--- src/rtl/core/cpba_pkg.sv ---
`timescale 1ns / 1ps
// ----------------------------------------------------------------------------
// cpba_pkg
// Shared types and constants for the clustered page bitmap allocator.
// ----------------------------------------------------------------------------
package cpba_pkg;

  localparam int PAGES      = 1024;
  localparam int CHUNKS     = 4;
  localparam int PW         = $clog2(PAGES);
  localparam int CW         = $clog2(CHUNKS);
  localparam int CHUNK_SPAN = (PAGES + CHUNKS - 1) / CHUNKS;
  localparam int USERS_MAX  = 2047;
  localparam int WORD_BITS  = 32;
  localparam int WORDS      = PAGES / WORD_BITS;
  localparam int WW         = $clog2(WORD_BITS);

  localparam logic OP_ALLOC   = 1'b0;
  localparam logic OP_RELEASE = 1'b1;

  typedef enum logic [3:0] {
    ST_IDLE,
    ST_CLEAR,
    ST_SCAN,
    ST_NEXT,
    ST_MARK,
    ST_SPAN,
    ST_CHUNK,
    ST_OUT
  } state_t;

  // Candidate search windows, in chunked order.
  typedef enum logic [2:0] {
    SR_USED,
    SR_ACTIVE,
    SR_BELOW_ADJ,
    SR_ABOVE_ADJ,
    SR_BELOW,
    SR_ABOVE,
    SR_ALL
  } search_t;

  typedef struct packed {
    logic    start;      // latch the request
    logic    clr_start;  // begin sweep for clear/mark
    logic    scan_start; // begin scan of current window
    logic    span_start; // begin span recompute
    logic    mark;       // perform sweep step writing
    logic    scan;       // scan step
    logic    span;       // span step
    logic    chunk;      // update chunk state
    logic    load_out;   // capture result
    search_t win;
  } cmd_t;

  typedef struct packed {
    logic sweep_done;
    logic scan_done;
    logic found;
    logic span_done;
    logic win_valid;
    logic alloc;
    logic fail_early;
  } sts_t;

  function automatic logic [PW:0] chunk_lo(input logic [CW:0] i);
    int v;
    v = int'(i) * CHUNK_SPAN;
    if (v > PAGES) v = PAGES;
    return (PW+1)'(v);
  endfunction

endpackage

--- src/rtl/core/cpba_ctrl.sv ---
`timescale 1ns / 1ps
// ----------------------------------------------------------------------------
// cpba_ctrl
// Sequencer for search, marking, span recompute and chunk update.
// ----------------------------------------------------------------------------
module cpba_ctrl
  import cpba_pkg::*;
(
  input  logic clk,
  input  logic rst,
  input  logic in_fire,
  input  logic out_free,
  input  logic mode,
  input  sts_t sts,
  output cmd_t cmd,
  output logic busy
);

  state_t  state, state_next;
  search_t win, win_next;

  always_ff @(posedge clk) begin
    if (rst) begin
      state <= ST_IDLE;
      win   <= SR_USED;
    end else begin
      state <= state_next;
      win   <= win_next;
    end
  end

  always_comb begin
    state_next = state;
    win_next   = win;
    cmd        = '0;
    cmd.win    = win;
    busy       = (state != ST_IDLE);
    case (state)
      ST_IDLE: begin
        if (in_fire) begin
          cmd.start = 1'b1;
          state_next = ST_CLEAR;
        end
      end
      ST_CLEAR: begin
        if (!sts.alloc) begin
          cmd.clr_start = 1'b1;
          state_next = ST_MARK;
        end else if (sts.fail_early) begin
          state_next = ST_OUT;
        end else begin
          win_next = mode ? SR_USED : SR_ALL;
          state_next = ST_NEXT;
        end
      end
      ST_NEXT: begin
        if (sts.win_valid) begin
          cmd.scan_start = 1'b1;
          state_next = ST_SCAN;
        end else if (win == SR_ALL) begin
          state_next = ST_OUT;
        end else begin
          win_next = search_t'(win + 3'd1);
        end
      end
      ST_SCAN: begin
        cmd.scan = 1'b1;
        if (sts.found) begin
          cmd.clr_start = 1'b1;
          state_next = ST_MARK;
        end else if (sts.scan_done) begin
          if (win == SR_ALL) state_next = ST_OUT;
          else begin
            win_next = search_t'(win + 3'd1);
            state_next = ST_NEXT;
          end
        end
      end
      ST_MARK: begin
        cmd.mark = 1'b1;
        if (sts.sweep_done) begin
          cmd.span_start = 1'b1;
          state_next = ST_SPAN;
        end
      end
      ST_SPAN: begin
        cmd.span = 1'b1;
        if (sts.span_done) state_next = ST_CHUNK;
      end
      ST_CHUNK: begin
        cmd.chunk = 1'b1;
        state_next = ST_OUT;
      end
      ST_OUT: begin
        if (out_free) begin
          cmd.load_out = 1'b1;
          state_next = ST_IDLE;
        end
      end
      default: state_next = ST_IDLE;
    endcase
  end

endmodule

--- src/rtl/core/cpba_dp.sv ---
`timescale 1ns / 1ps
// ----------------------------------------------------------------------------
// cpba_dp
// Page bitmap, span registers, chunk state and the one-page-a-cycle walker.
// ----------------------------------------------------------------------------
module cpba_dp
  import cpba_pkg::*;
(
  input  logic          clk,
  input  logic          rst,
  input  logic          mode,
  input  logic          req_op,
  input  logic [PW-1:0] req_start,
  input  logic [PW:0]   req_count,
  input  cmd_t          cmd,
  output sts_t          sts,
  output logic          r_status,
  output logic [PW-1:0] r_page,
  output logic          r_any,
  output logic [CW-1:0] r_lo,
  output logic [CW-1:0] r_hi,
  output logic          r_changed
);

  // Bitmap as words of pages, cleared at reset.
  logic [WORD_BITS-1:0]   page_map [WORDS];
  logic [CHUNKS-1:0]      chunk_on;
  logic [10:0]            chunk_users [CHUNKS];
  logic [PW:0]            low_used;
  logic                   span_empty;
  logic [PW-1:0]          high_used;

  logic                   op;
  logic [PW:0]            cnt;
  logic [PW-1:0]          rel_start;
  logic [PW:0]            s_start, s_end;     // sweep range
  logic [PW:0]            ptr, w_end, run;
  logic [PW:0]            found_pos;
  logic                   ok;
  logic [PW:0]            n_low;
  logic [PW-1:0]          n_high;
  logic                   n_empty;
  logic [PW+1:0]          wsum, rsum;

  // Window selection
  logic [PW:0]  wlo, whi;
  logic         wexact, wok;
  logic [CW-1:0] a_lo, a_hi;
  logic         any_on;

  always_comb begin
    any_on = |chunk_on;
    a_lo = '0;
    a_hi = '0;
    for (int i = CHUNKS - 1; i >= 0; i--) if (chunk_on[i]) a_lo = CW'(i);
    for (int i = 0; i < CHUNKS; i++) if (chunk_on[i]) a_hi = CW'(i);
  end

  always_comb begin
    wlo = '0;
    whi = (PW+1)'(PAGES);
    wexact = 1'b0;
    wok = 1'b1;
    case (cmd.win)
      SR_USED: begin
        wok = mode && !span_empty;
        wlo = low_used;
        whi = {1'b0, high_used} + 1'b1;
      end
      SR_ACTIVE: begin
        wok = mode && !span_empty && any_on;
        wlo = chunk_lo({1'b0, a_lo});
        whi = chunk_lo({1'b0, a_hi} + 1'b1);
      end
      SR_BELOW_ADJ: begin
        wok = mode && !span_empty && (low_used >= cnt);
        wlo = low_used - cnt;
        whi = low_used;
        wexact = 1'b1;
      end
      SR_ABOVE_ADJ: begin
        wok = mode && !span_empty;
        wlo = {1'b0, high_used} + 1'b1;
        whi = (PW+1)'(PAGES);
        wexact = 1'b1;
      end
      SR_BELOW: begin
        wok = mode && !span_empty;
        wlo = '0;
        whi = low_used;
      end
      SR_ABOVE: begin
        wok = mode && !span_empty;
        wlo = {1'b0, high_used} + 1'b1;
        whi = (PW+1)'(PAGES);
      end
      SR_ALL: begin
        wok = 1'b1;
      end
      default: wok = 1'b0;
    endcase
  end

  assign wsum = {1'b0, wlo} + {1'b0, cnt};
  assign rsum = {2'b00, rel_start} + {1'b0, cnt};

  logic scan_exact;
  logic cur_busy;
  assign cur_busy = page_map[ptr[PW-1:WW]][ptr[WW-1:0]];

  assign sts.alloc      = (op == OP_ALLOC);
  assign sts.fail_early = (cnt == '0) || (cnt > (PW+1)'(PAGES));
  assign sts.win_valid  = wok;
  assign sts.found      = ok && (ptr < w_end) && !cur_busy && (run + 1'b1 == cnt);
  assign sts.scan_done  = (ptr >= w_end) || (ok && scan_exact && cur_busy);
  assign sts.sweep_done = (ptr >= s_end);
  assign sts.span_done  = (ptr == (PW+1)'(PAGES - 1)) || (ptr >= (PW+1)'(PAGES));

  logic chit [CHUNKS];
  always_comb begin
    for (int i = 0; i < CHUNKS; i++) begin
      chit[i] = (chunk_lo((CW+1)'(i)) < chunk_lo((CW+1)'(i + 1))) &&
                (s_start < s_end) && (chunk_lo((CW+1)'(i)) < s_end) &&
                (chunk_lo((CW+1)'(i + 1)) > s_start);
    end
  end

  function automatic logic [10:0] users_dec(input int i);
    logic [10:0] u;
    u = chunk_users[i];
    if (chit[i] && u != 0) u = u - 1'b1;
    return u;
  endfunction

  logic [CHUNKS-1:0] on_a, on_b, on_r;
  logic              walk;
  always_comb begin
    on_a = chunk_on;
    for (int i = 0; i < CHUNKS; i++) if (chit[i]) on_a[i] = 1'b1;
    on_b = on_a;
    for (int i = 0; i < CHUNKS; i++) begin
      logic below, above;
      below = 1'b0; above = 1'b0;
      for (int j = 0; j < CHUNKS; j++) begin
        if (j <= i && on_a[j]) below = 1'b1;
        if (j >= i && on_a[j]) above = 1'b1;
      end
      if (below && above) on_b[i] = 1'b1;
    end
    // Deactivation walks on post-decrement users
    on_r = chunk_on;
    walk = 1'b1;
    for (int i = 0; i < CHUNKS; i++) begin
      if (walk && on_r[i]) begin
        if (users_dec(i) != 0) walk = 1'b0;
        else on_r[i] = 1'b0;
      end
    end
    walk = 1'b1;
    for (int i = CHUNKS - 1; i >= 0; i--) begin
      if (walk && on_r[i]) begin
        if (users_dec(i) != 0) walk = 1'b0;
        else on_r[i] = 1'b0;
      end
    end
  end

  logic              chg;

  always_ff @(posedge clk) begin
    if (rst) begin
      for (int i = 0; i < WORDS; i++) page_map[i] <= '0;
      chunk_on   <= '0;
      for (int i = 0; i < CHUNKS; i++) chunk_users[i] <= '0;
      low_used   <= '1;
      high_used  <= '0;
      span_empty <= 1'b1;
      chg        <= 1'b0;
    end else begin
      if (cmd.start) begin
        op        <= req_op;
        cnt       <= req_count;
        rel_start <= req_start;
        chg       <= 1'b0;
      end else if (cmd.chunk && mode) begin
        if (op == OP_ALLOC) begin
          chunk_on <= on_b;
          chg <= (on_b != chunk_on);
          for (int i = 0; i < CHUNKS; i++)
            if (chit[i] && chunk_users[i] < 11'(USERS_MAX))
              chunk_users[i] <= chunk_users[i] + 1'b1;
        end else begin
          chunk_on <= on_r;
          chg <= (on_r != chunk_on);
          for (int i = 0; i < CHUNKS; i++) chunk_users[i] <= users_dec(i);
        end
      end
      // Walker pointer: a new walk takes priority over a step
      if (cmd.scan_start) begin
        ptr <= wlo;
      end else if (cmd.clr_start) begin
        ptr <= (op == OP_ALLOC) ? ptr + 1'b1 - cnt : {1'b0, rel_start};
      end else if (cmd.span_start) begin
        ptr <= '0;
      end else if (cmd.scan || cmd.span || (cmd.mark && ptr < s_end)) begin
        ptr <= ptr + 1'b1;
      end
      if (cmd.scan_start) begin
        run        <= '0;
        scan_exact <= wexact;
        if (wexact && wsum > (PW+2)'(PAGES)) begin
          w_end <= wlo;
          ok    <= 1'b0;
        end else begin
          w_end <= wexact ? wsum[PW:0] :
                   ((whi > (PW+1)'(PAGES)) ? (PW+1)'(PAGES) : whi);
          ok    <= 1'b1;
        end
      end else if (cmd.scan) begin
        if (cur_busy) run <= '0;
        else run <= run + 1'b1;
        if (sts.found) found_pos <= ptr + 1'b1 - cnt;
      end
      if (cmd.clr_start) begin
        if (op == OP_ALLOC) begin
          s_start <= ptr + 1'b1 - cnt;
          s_end   <= ptr + 1'b1;
        end else begin
          s_start <= {1'b0, rel_start};
          s_end   <= (rsum > (PW+2)'(PAGES)) ? (PW+1)'(PAGES) : rsum[PW:0];
        end
      end else if (cmd.mark && ptr < s_end) begin
        page_map[ptr[PW-1:WW]][ptr[WW-1:0]] <= (op == OP_ALLOC);
      end
      if (cmd.span_start) begin
        n_empty <= 1'b1;
        n_low <= '1;
        n_high <= '0;
      end else if (cmd.span) begin
        if (cur_busy) begin
          if (n_empty) n_low <= ptr;
          n_empty <= 1'b0;
          n_high <= ptr[PW-1:0];
        end
        if (sts.span_done) begin
          span_empty <= n_empty && !cur_busy;
          low_used   <= (n_empty && cur_busy) ? ptr : n_low;
          high_used  <= cur_busy ? ptr[PW-1:0] : n_high;
        end
      end
    end
  end

  // found flag: remembered when leaving scan via mark path
  logic alloc_ok;
  always_ff @(posedge clk) begin
    if (rst) alloc_ok <= 1'b0;
    else if (cmd.start) alloc_ok <= 1'b0;
    else if (cmd.scan && sts.found) alloc_ok <= 1'b1;
  end

  always_ff @(posedge clk) begin
    if (cmd.load_out) begin
      r_status  <= (op == OP_ALLOC) && !alloc_ok;
      r_page    <= (op == OP_ALLOC && alloc_ok) ? found_pos[PW-1:0] : '0;
      r_any     <= any_on;
      r_lo      <= a_lo;
      r_hi      <= a_hi;
      r_changed <= chg;
    end
  end

endmodule

--- src/rtl/core/clustered_page_bitmap_allocator.sv ---
`timescale 1ns / 1ps
// ----------------------------------------------------------------------------
// clustered_page_bitmap_allocator
// Page allocator with clustered chunk placement over a 1024-page bitmap.
// ----------------------------------------------------------------------------
// Usage:
//   s_axis carries one request beat: op, first_page, page_count. m_axis
//   carries one result beat per request. chunked_mode is written through
//   cfg_we/cfg_data; the user must do so only while the block is idle.
//   The block does not enforce this. One request at a time. The bitmap is
//   walked one page a cycle by the single bitmap walker: each search
//   window in turn, then the marking or clearing of the run, then the span
//   recompute over the whole bitmap. A zero or oversize allocate skips the
//   walks and answers once the output register is free.
//   Reset clears the bitmap, chunk state and span at once and sets chunked
//   mode. A result waits in the output register while m_axis_tready is
//   low; a new request may be taken meanwhile, but its result holds until
//   that beat has left.
// ----------------------------------------------------------------------------
module clustered_page_bitmap_allocator
  import cpba_pkg::*;
(
  input  logic        clk,
  input  logic        rst,
  input  logic        cfg_we,
  input  logic        cfg_data,
  input  logic        s_axis_tvalid,
  output logic        s_axis_tready,
  input  logic [23:0] s_axis_tdata,  // op, first_page[9:0], page_count[10:0], pad
  output logic        m_axis_tvalid,
  input  logic        m_axis_tready,
  output logic [23:0] m_axis_tdata   // status, page_index, any_active,
                                     // active_low_chunk, active_high_chunk,
                                     // region_changed, pad
);

  cmd_t cmd;
  sts_t sts;
  logic busy, mode, fire;
  logic r_status, r_any, r_changed;
  logic [PW-1:0] r_page;
  logic [CW-1:0] r_lo, r_hi;

  always_ff @(posedge clk) begin
    if (rst) mode <= 1'b1;
    else if (cfg_we) mode <= cfg_data;
  end

  assign s_axis_tready = !busy;
  assign fire = s_axis_tvalid && s_axis_tready;

  always_ff @(posedge clk) begin
    if (rst) m_axis_tvalid <= 1'b0;
    else if (cmd.load_out) m_axis_tvalid <= 1'b1;
    else if (m_axis_tready) m_axis_tvalid <= 1'b0;
  end

  cpba_ctrl u_ctrl (
    .clk, .rst,
    .in_fire (fire),
    .out_free(!m_axis_tvalid || m_axis_tready),
    .mode, .sts, .cmd, .busy
  );

  cpba_dp u_dp (
    .clk, .rst, .mode,
    .req_op   (s_axis_tdata[0]),
    .req_start(s_axis_tdata[10:1]),
    .req_count(s_axis_tdata[21:11]),
    .cmd, .sts,
    .r_status, .r_page, .r_any, .r_lo, .r_hi, .r_changed
  );

  assign m_axis_tdata = {7'd0, r_changed, r_hi, r_lo, r_any, r_page, r_status};

endmodule
--- config.mk ---
export PLATFORM = sky130hd
export DESIGN_NAME = clustered_page_bitmap_allocator
export DESIGN_NICKNAME = d
export VERILOG_FILES = /design/src/rtl/core/cpba_pkg.sv /design/src/rtl/core/cpba_ctrl.sv /design/src/rtl/core/cpba_dp.sv /design/src/rtl/core/clustered_page_bitmap_allocator.sv
export SDC_FILE = /design/constraint.sdc
export NUM_CORES = 2
export LEC_CHECK = 0
export BUFFER_PORTS_ARGS = -buffer_cell sky130_fd_sc_hd__buf_2
export CAP_MARGIN = 20
export CORE_ASPECT_RATIO = 2
export CORE_MARGIN = 4
export CORE_UTILIZATION = 45
export DETAILED_ROUTE_END_ITERATION = 6
export GPL_ROUTABILITY_DRIVEN = 0
export REMOVE_ABC_BUFFERS = 1
export SLEW_MARGIN = 30
export SYNTH_ARGS = -nofsm -noshare
export SYNTH_HDL_FRONTEND = slang
export SYNTH_HIERARCHICAL = 1
export SYNTH_SLANG_ARGS = --single-unit
export TNS_END_PERCENT = 30
--- constraint.sdc ---
create_clock -name clk -period 8.9 [get_ports clk]
set_clock_uncertainty 0.05 [all_clocks]
set_input_delay 0.445 -clock clk [delete_from_list [all_inputs] [get_ports clk]]
set_output_delay 0.445 -clock clk [all_outputs]
set_load 0.02 [all_outputs]
Yosys cells after proc, flatten, opt, wreduce, memory -nomap -nowiden
Memories as Yosys holds them, arrays and structs flattened. A register that Yosys moved wholly into a read port is not among the register bits. Cells that the tools add are included.

Add/sub/neg operators: 17. $lt $le $gt $ge: 27. Equal/unequal tests: 28. Muxes and demuxes: 196. Bitwise operators: 13. Reduce and logical (&&, ||, !) cells: 98.

Operator list (number): 2-to-1 mux 11 bit (54); nonzero test 11 bit (12); 2-to-1 mux 1 bit (101); 2-to-1 mux 32 bit (3); adder 11 x 1 -> 11 bit (second input constant) (6); logical AND 1 bit (44); < comparator 11 bit (second input constant) (4); one-hot mux 11 bit (4 select lines) (1); subtractor 11 x 1 -> 11 bit (second input constant) (4); 2-to-1 mux 4 bit (9); >= comparator 11 bit (3); > comparator 11 bit (second input constant) (3); < comparator 11 bit (3); one-hot mux 11 bit (3 select lines) (1); one-hot mux 4 bit (8 select lines) (1); OR reduction 32 bit (1); 2-to-1 mux 3 bit (10); > comparator 12 x 11 -> 1 bit (second input constant) (2); > comparator 10 x 11 -> 1 bit (first input constant) (2); < comparator 10 x 11 -> 1 bit (first input constant) (2); subtractor 11 bit (2); 2-to-1 mux 10 bit (2); == test 4 x 3 -> 1 bit (second input constant) (4); != test 2 bit (second input constant) (8); 47 further kinds (97).

Flip-flop bits (word level): 165. Memory bits (writable): 1068. Bits of input ports: 30. Output and inout port bits: 26. Logic and storage cells: 411. Memories kept: 2.

Memory list: u_dp.page_map (depth 32, bits a word 32, rd ports 1, clocked after memory_dff 1, wr ports 32, line cpba_dp.sv:26) `logic [WORD_BITS-1:0] page_map [WORDS];`; u_dp.chunk_users (depth 4, bits a word 11, rd ports 4, clocked after memory_dff 0, wr ports 4, line cpba_dp.sv:28) `logic [10:0] chunk_users [CHUNKS];`.

Logic depth before layout (Yosys ltp)
Depth in word-level cells: 45. Gate-level depth with buffers: 24. Depth with buffers taken out: 23.

Hierarchy
The synthesis kept the hierarchy.

Modules (own cells, without submodules): cpba_dp (instances 1, cells each 6208, area each 68202.9 sq um, sequential area each 36575.1 sq um); cpba_ctrl (instances 1, cells each 78, area each 620.6 sq um, sequential area each 120.1 sq um); clustered_page_bitmap_allocator (instances 1, cells each 20, area each 166.4 sq um, sequential area each 40.0 sq um).

Worst setup path before layout
Ideal clock, no wire load.

Path kind: reg2reg. Start point: reg with a tool-made name. End point: reg u_dp.s_end[0], enable pin. Setup time: 401 ps. Arrival time: 4493 ps. Data required time: 8449 ps. Slack: 3956 ps. Stages on the path, launching flop included: 17. Buffers on the path: 5. Period minus slack after synthesis: 4944 ps. Cell sequence: dfxtp_1 buf_6 buf_6 buf_4 buf_4 mux4_2 mux2_2 a221oi_1 o21ai_0 nand4_1 nor4b_4 buf_6 and2_1 nand3b_1 a21oi_1 inv_1 nor2_1.

RTL lines: end signal, assigned (line cpba_dp.sv:227) `s_end <= ptr + 1'b1;`; end signal, assigned (line cpba_dp.sv:230) `s_end <= (rsum > (PW+2)'(PAGES)) ? (PW+1)'(PAGES) : rsum[PW:0];`; end, declared (line cpba_dp.sv:36) `logic [PW:0] s_start, s_end;`.

==> results.md <==
* Status: finished, final reports clean
* Site row count at ~200
* Commonest non-fill, non-tap cell in the layout: edfxtp_1
* Fin. Hold Viols at 0
* Initial core utilization at 45.2%
* Synthesized cell area at a little under 0.07 sq mm
* Slowest stage delay, CP at about 0.9 ns
* Synth Area in XOR/XNOR at 0.952%
* Clock Sinks at between 1,000 and 1,500
* Max FO, Critical Path at 122
* # port buffers at 46
* 1st-pass router iterations at 6
* Cells after Synth at between 6,000 and 7,000
* Fmax at 131 MHz
* TritonCTS Buffers at roughly 110
* Yosys reg bits at 1,237
* Levels on crit path at 18
* Min Clock Period, post-route at ~7.6 ns
* Sw Ratio at 39.4%
* Fillers at 13,600
* Worst-path clk slew at approximately 0.07 ns
* Initial DRC Count at around 6,000
* Skew-Pair Late Insertion Delay at roughly 0.74 ns
* PD cells at ~260 mW/mm^2
* I/O pin cnt at 56
* Die width at 285 microns
* Critical path type: reg -> reg
* Number of synthesized flops with an enable pin at between 1,000 and 1,500
* Layout cell share with drive strength beyond 1 at between 10% and 20%
* Final TNS setup at 0 ns
* Critical Path Slowest Stage Cell: dfxtp_4
* Vias in the first global route at roughly 55,000
* Clk pwr share at 24.8%
* Post-cts resize count at 0
* Combinational Power Share at around two fifths
* RSZ-0062 raised after global routing: false
* Post-synthesis adder-cell area fraction at under 10%
* Fraction of registers with async set/reset at 0%
* Core area at about 0.15 sq mm
* Worst-Margin Slew at around 1.2 ns
* Critical Path AT at between 8 and 9 ns
* FF-to-FF path depth at 18
* CP required at 9.30 ns
* Die H at 562 microns
* TritonCTS clock tree: built
* Multi-input gate area at ~0.029 sq mm
* Seq/Total Area, Yosys at 53.2%
* GRT Total Usage at slightly above 30%
* Slew HR at approximately 23%
* Period utilization at between 80 and 90%
* CP endpoint kind: register
* Initial antenna violation count at 5
* FF+latch area at ~0.037 sq mm
* DRC viols at 0
* Hold path depth at 2
* Most frequent cells in the layout: 1,196 x edfxtp_1, 817 x nor3_1, 644 x o21ai_0, 552 x nor2_1, 376 x a21o_1
* Dpl hpwl at 163,000 microns
* DR WL/cell at between 30 and 40 microns
* DR vias/cell at 6.71
* Yosys warns at 6
* Die area at between 0.15 and 0.2 sq mm
* Simple-gate share of the synthesized area at about 14%
* Largest net degree at the start of global routing at between 200 and 250
* First-pass GRT wire length at 365,000 microns
* Worst vdd ir at about 170 uV
* Post-synth top flop: edfxtp_1
* Post-Syn Area per Cell at between 10 and 15 sq um
* Grt ovf at 0
* CP cell instances: buf_12, mux4_2, a22oi_1, nand2_1, a21oi_1, mux4_2, o22ai_1, nor4b_4, and2_1, nand3b_1, a21oi_1, nor2b_1, and3_1, nand3_4, buf_12, buf_16, buf_4, nor3_1
* Reg power frac at between 30% and 40%
* CP Launch Type: register
* Drt total wl at 253,000 microns
* Crit path buf inv count at 4
* Internal power at ~12 mW
* Max-slew violation count at 0
* Largest family of logic cells by synthesized area: compound AO/OA/AOI/OAI gates
* Max cap viols at 0
* H-tree depth at 3
* Setup violators final at 0
* Antenna viol nets, final at 0
* Post-placement cell area at between 0.07 and 0.08 sq mm
* Pleak at 25.2 nW
* Yosys cell types at 98
* Final net count at ~6,000
* Clock tree root buffer cell: clkbuf_16
* Complex-gate fraction of the synthesized area at roughly 15%
* Post-synthesis mux area share at 9.98%
* Switch Pwr at 7.71 mW
* Vias at 53,900
* Design area at 0.0743 sq mm
* Max clock buf depth at 3
* Worst hold path type: in -> reg
* CP delay by family, top: simple AND/OR/NAND/NOR gates
* Layout area overhead at 7.72%
## routing by layer
layer	share of wire, %	global-route usage, %	vias to the layer above
met3	7.5	5.32	1075
li1	-	-	22900
met4	12	29.1	8
met5	0.058	0.512	-
met2	50	53.7	2996
met1	30	30.7	26900
## cell type report
| class | count | area share [%] |
|---|---|---|
| clock inverter | 57 | 0.771 |
| multi-input combinational | 4193 | 39.0 |
| sequential | 1237 | 49.4 |
| inverter | 102 | 0.525 |
| clock buffer | 140 | 3.92 |
| tap | 2050 | 3.45 |
| timing repair buffer | 244 | 2.89 |
| antenna | 3 | 0.0101 |
## power groups by stage
| stage | sequential, mW | clock [mW] | combinational [mW] |
|---|---|---|---|
| finish | 7.12 | 4.85 | 7.61 |
| floorplan | 7.52 | 0 | 4.59 |
| global route | 7.15 | 5.13 | 7.83 |
| CTS | 7.12 | 4.90 | 7.39 |
| global placement | 7.23 | 0 | 7.28 |
| detailed placement | 7.24 | 0 | 7.37 |
## worst paths after layout
path | start | to | slack, ns
worst max-delay path | register | u_dp/page_map[10][27] | 1.29
worst min-delay path | s_axis_tdata[6] | u_dp/rel_start[5] | 0.37
worst max register to register | register | u_dp/page_map[10][27] | 1.29
worst min register to register | u_dp/chg | u_dp/r_changed | 0.41
## stage by stage
| stage | hold slack [ns] | power (mW) | worst slack [ns] | utilization [%] | cells |
|---|---|---|---|---|---|
| after detailed placement | 0.386 | 14.6 | 1.41 | 46.2 | 7799 |
| final | 0.372 | 19.6 | 1.29 | 48.7 | 8026 |
| after global routing | 0.372 | 20.1 | 0.997 | 48.7 | 8024 |
| after CTS | 0.349 | 19.4 | 1.38 | 48.6 | 8021 |
| after global placement | 0.371 | 14.5 | 1.54 | 46.1 | 7796 |
| after floorplan | 0.359 | 12.1 | -12.28 | - | 5532 |
## flip-flops by register name, summed over array words and instances (netlist names), 2 cells and up, named ones only
| register | flops |
|---|---|
| u_dp/w_end | 11 |
| u_dp/s_end | 11 |
| u_dp/s_start | 11 |
| u_dp/r_page | 10 |
| u_dp/run | 11 |
| u_ctrl/state | 3 |
| u_dp/r_lo | 2 |
| u_dp/chunk_on | 4 |
| u_dp/ptr | 11 |
| u_dp/page_map | 1024 |
| u_dp/low_used | 11 |
| u_dp/r_hi | 2 |
| u_dp/cnt | 11 |
| u_dp/n_high | 10 |
| u_dp/rel_start | 10 |
| u_dp/found_pos | 10 |
| u_dp/n_low | 11 |
| u_ctrl/win | 3 |
| u_dp/chunk_users | 44 |
| u_dp/high_used | 10 |
## cell families after synthesis
family	after synthesis
and+or+nand+nor	2053
AOI/OAI and AO/OA	1610
DFF	1237
buffers and inverters	882
muxes	353
adders and majority gates	95
xor gates and xnor gates	75
other	1
## worst register-to-register path, stage by stage (launching register included)
cell and delay (ns):
dfxtp_4 0.91, buf_12 0.39, mux4_2 0.58, a22oi_1 0.78
nand2_1 0.23, a21oi_1 0.20, mux4_2 0.25, o22ai_1 0.25
nor4b_4 0.39, and2_1 0.36, nand3b_1 0.12, a21oi_1 0.27
nor2b_1 0.11, and3_1 0.44, nand3_4 0.21, buf_12 0.28
buf_16 0.50, buf_4 0.84, nor3_1 0.16
## synthesized netlist by cell type (36+ instances only)
cell type	number	area, sq um
o31ai_1	135	1010
buf_4	36	270
xnor2_1	47	412
nand3_1	89	445
edfxtp_1	1196	35900
mux2i_1	61	611
ha_1	91	1140
clkbuf_1	683	2560
inv_1	99	372
nor2_1	562	2110
nor3_1	819	4100
o21ai_0	647	3240
mux4_2	257	5790
a21o_1	376	2820
nand2_1	314	1180
a22oi_1	81	608
and3_1	38	238
a21oi_1	141	706
dfxtp_1	41	821
## repair_timing
action	in CTS	in global routing
hold endpoints to repair	24	0
buffers inserted	0	0
hold buffers	25	0
Note: power is estimated with default switching activity, not from simulation.
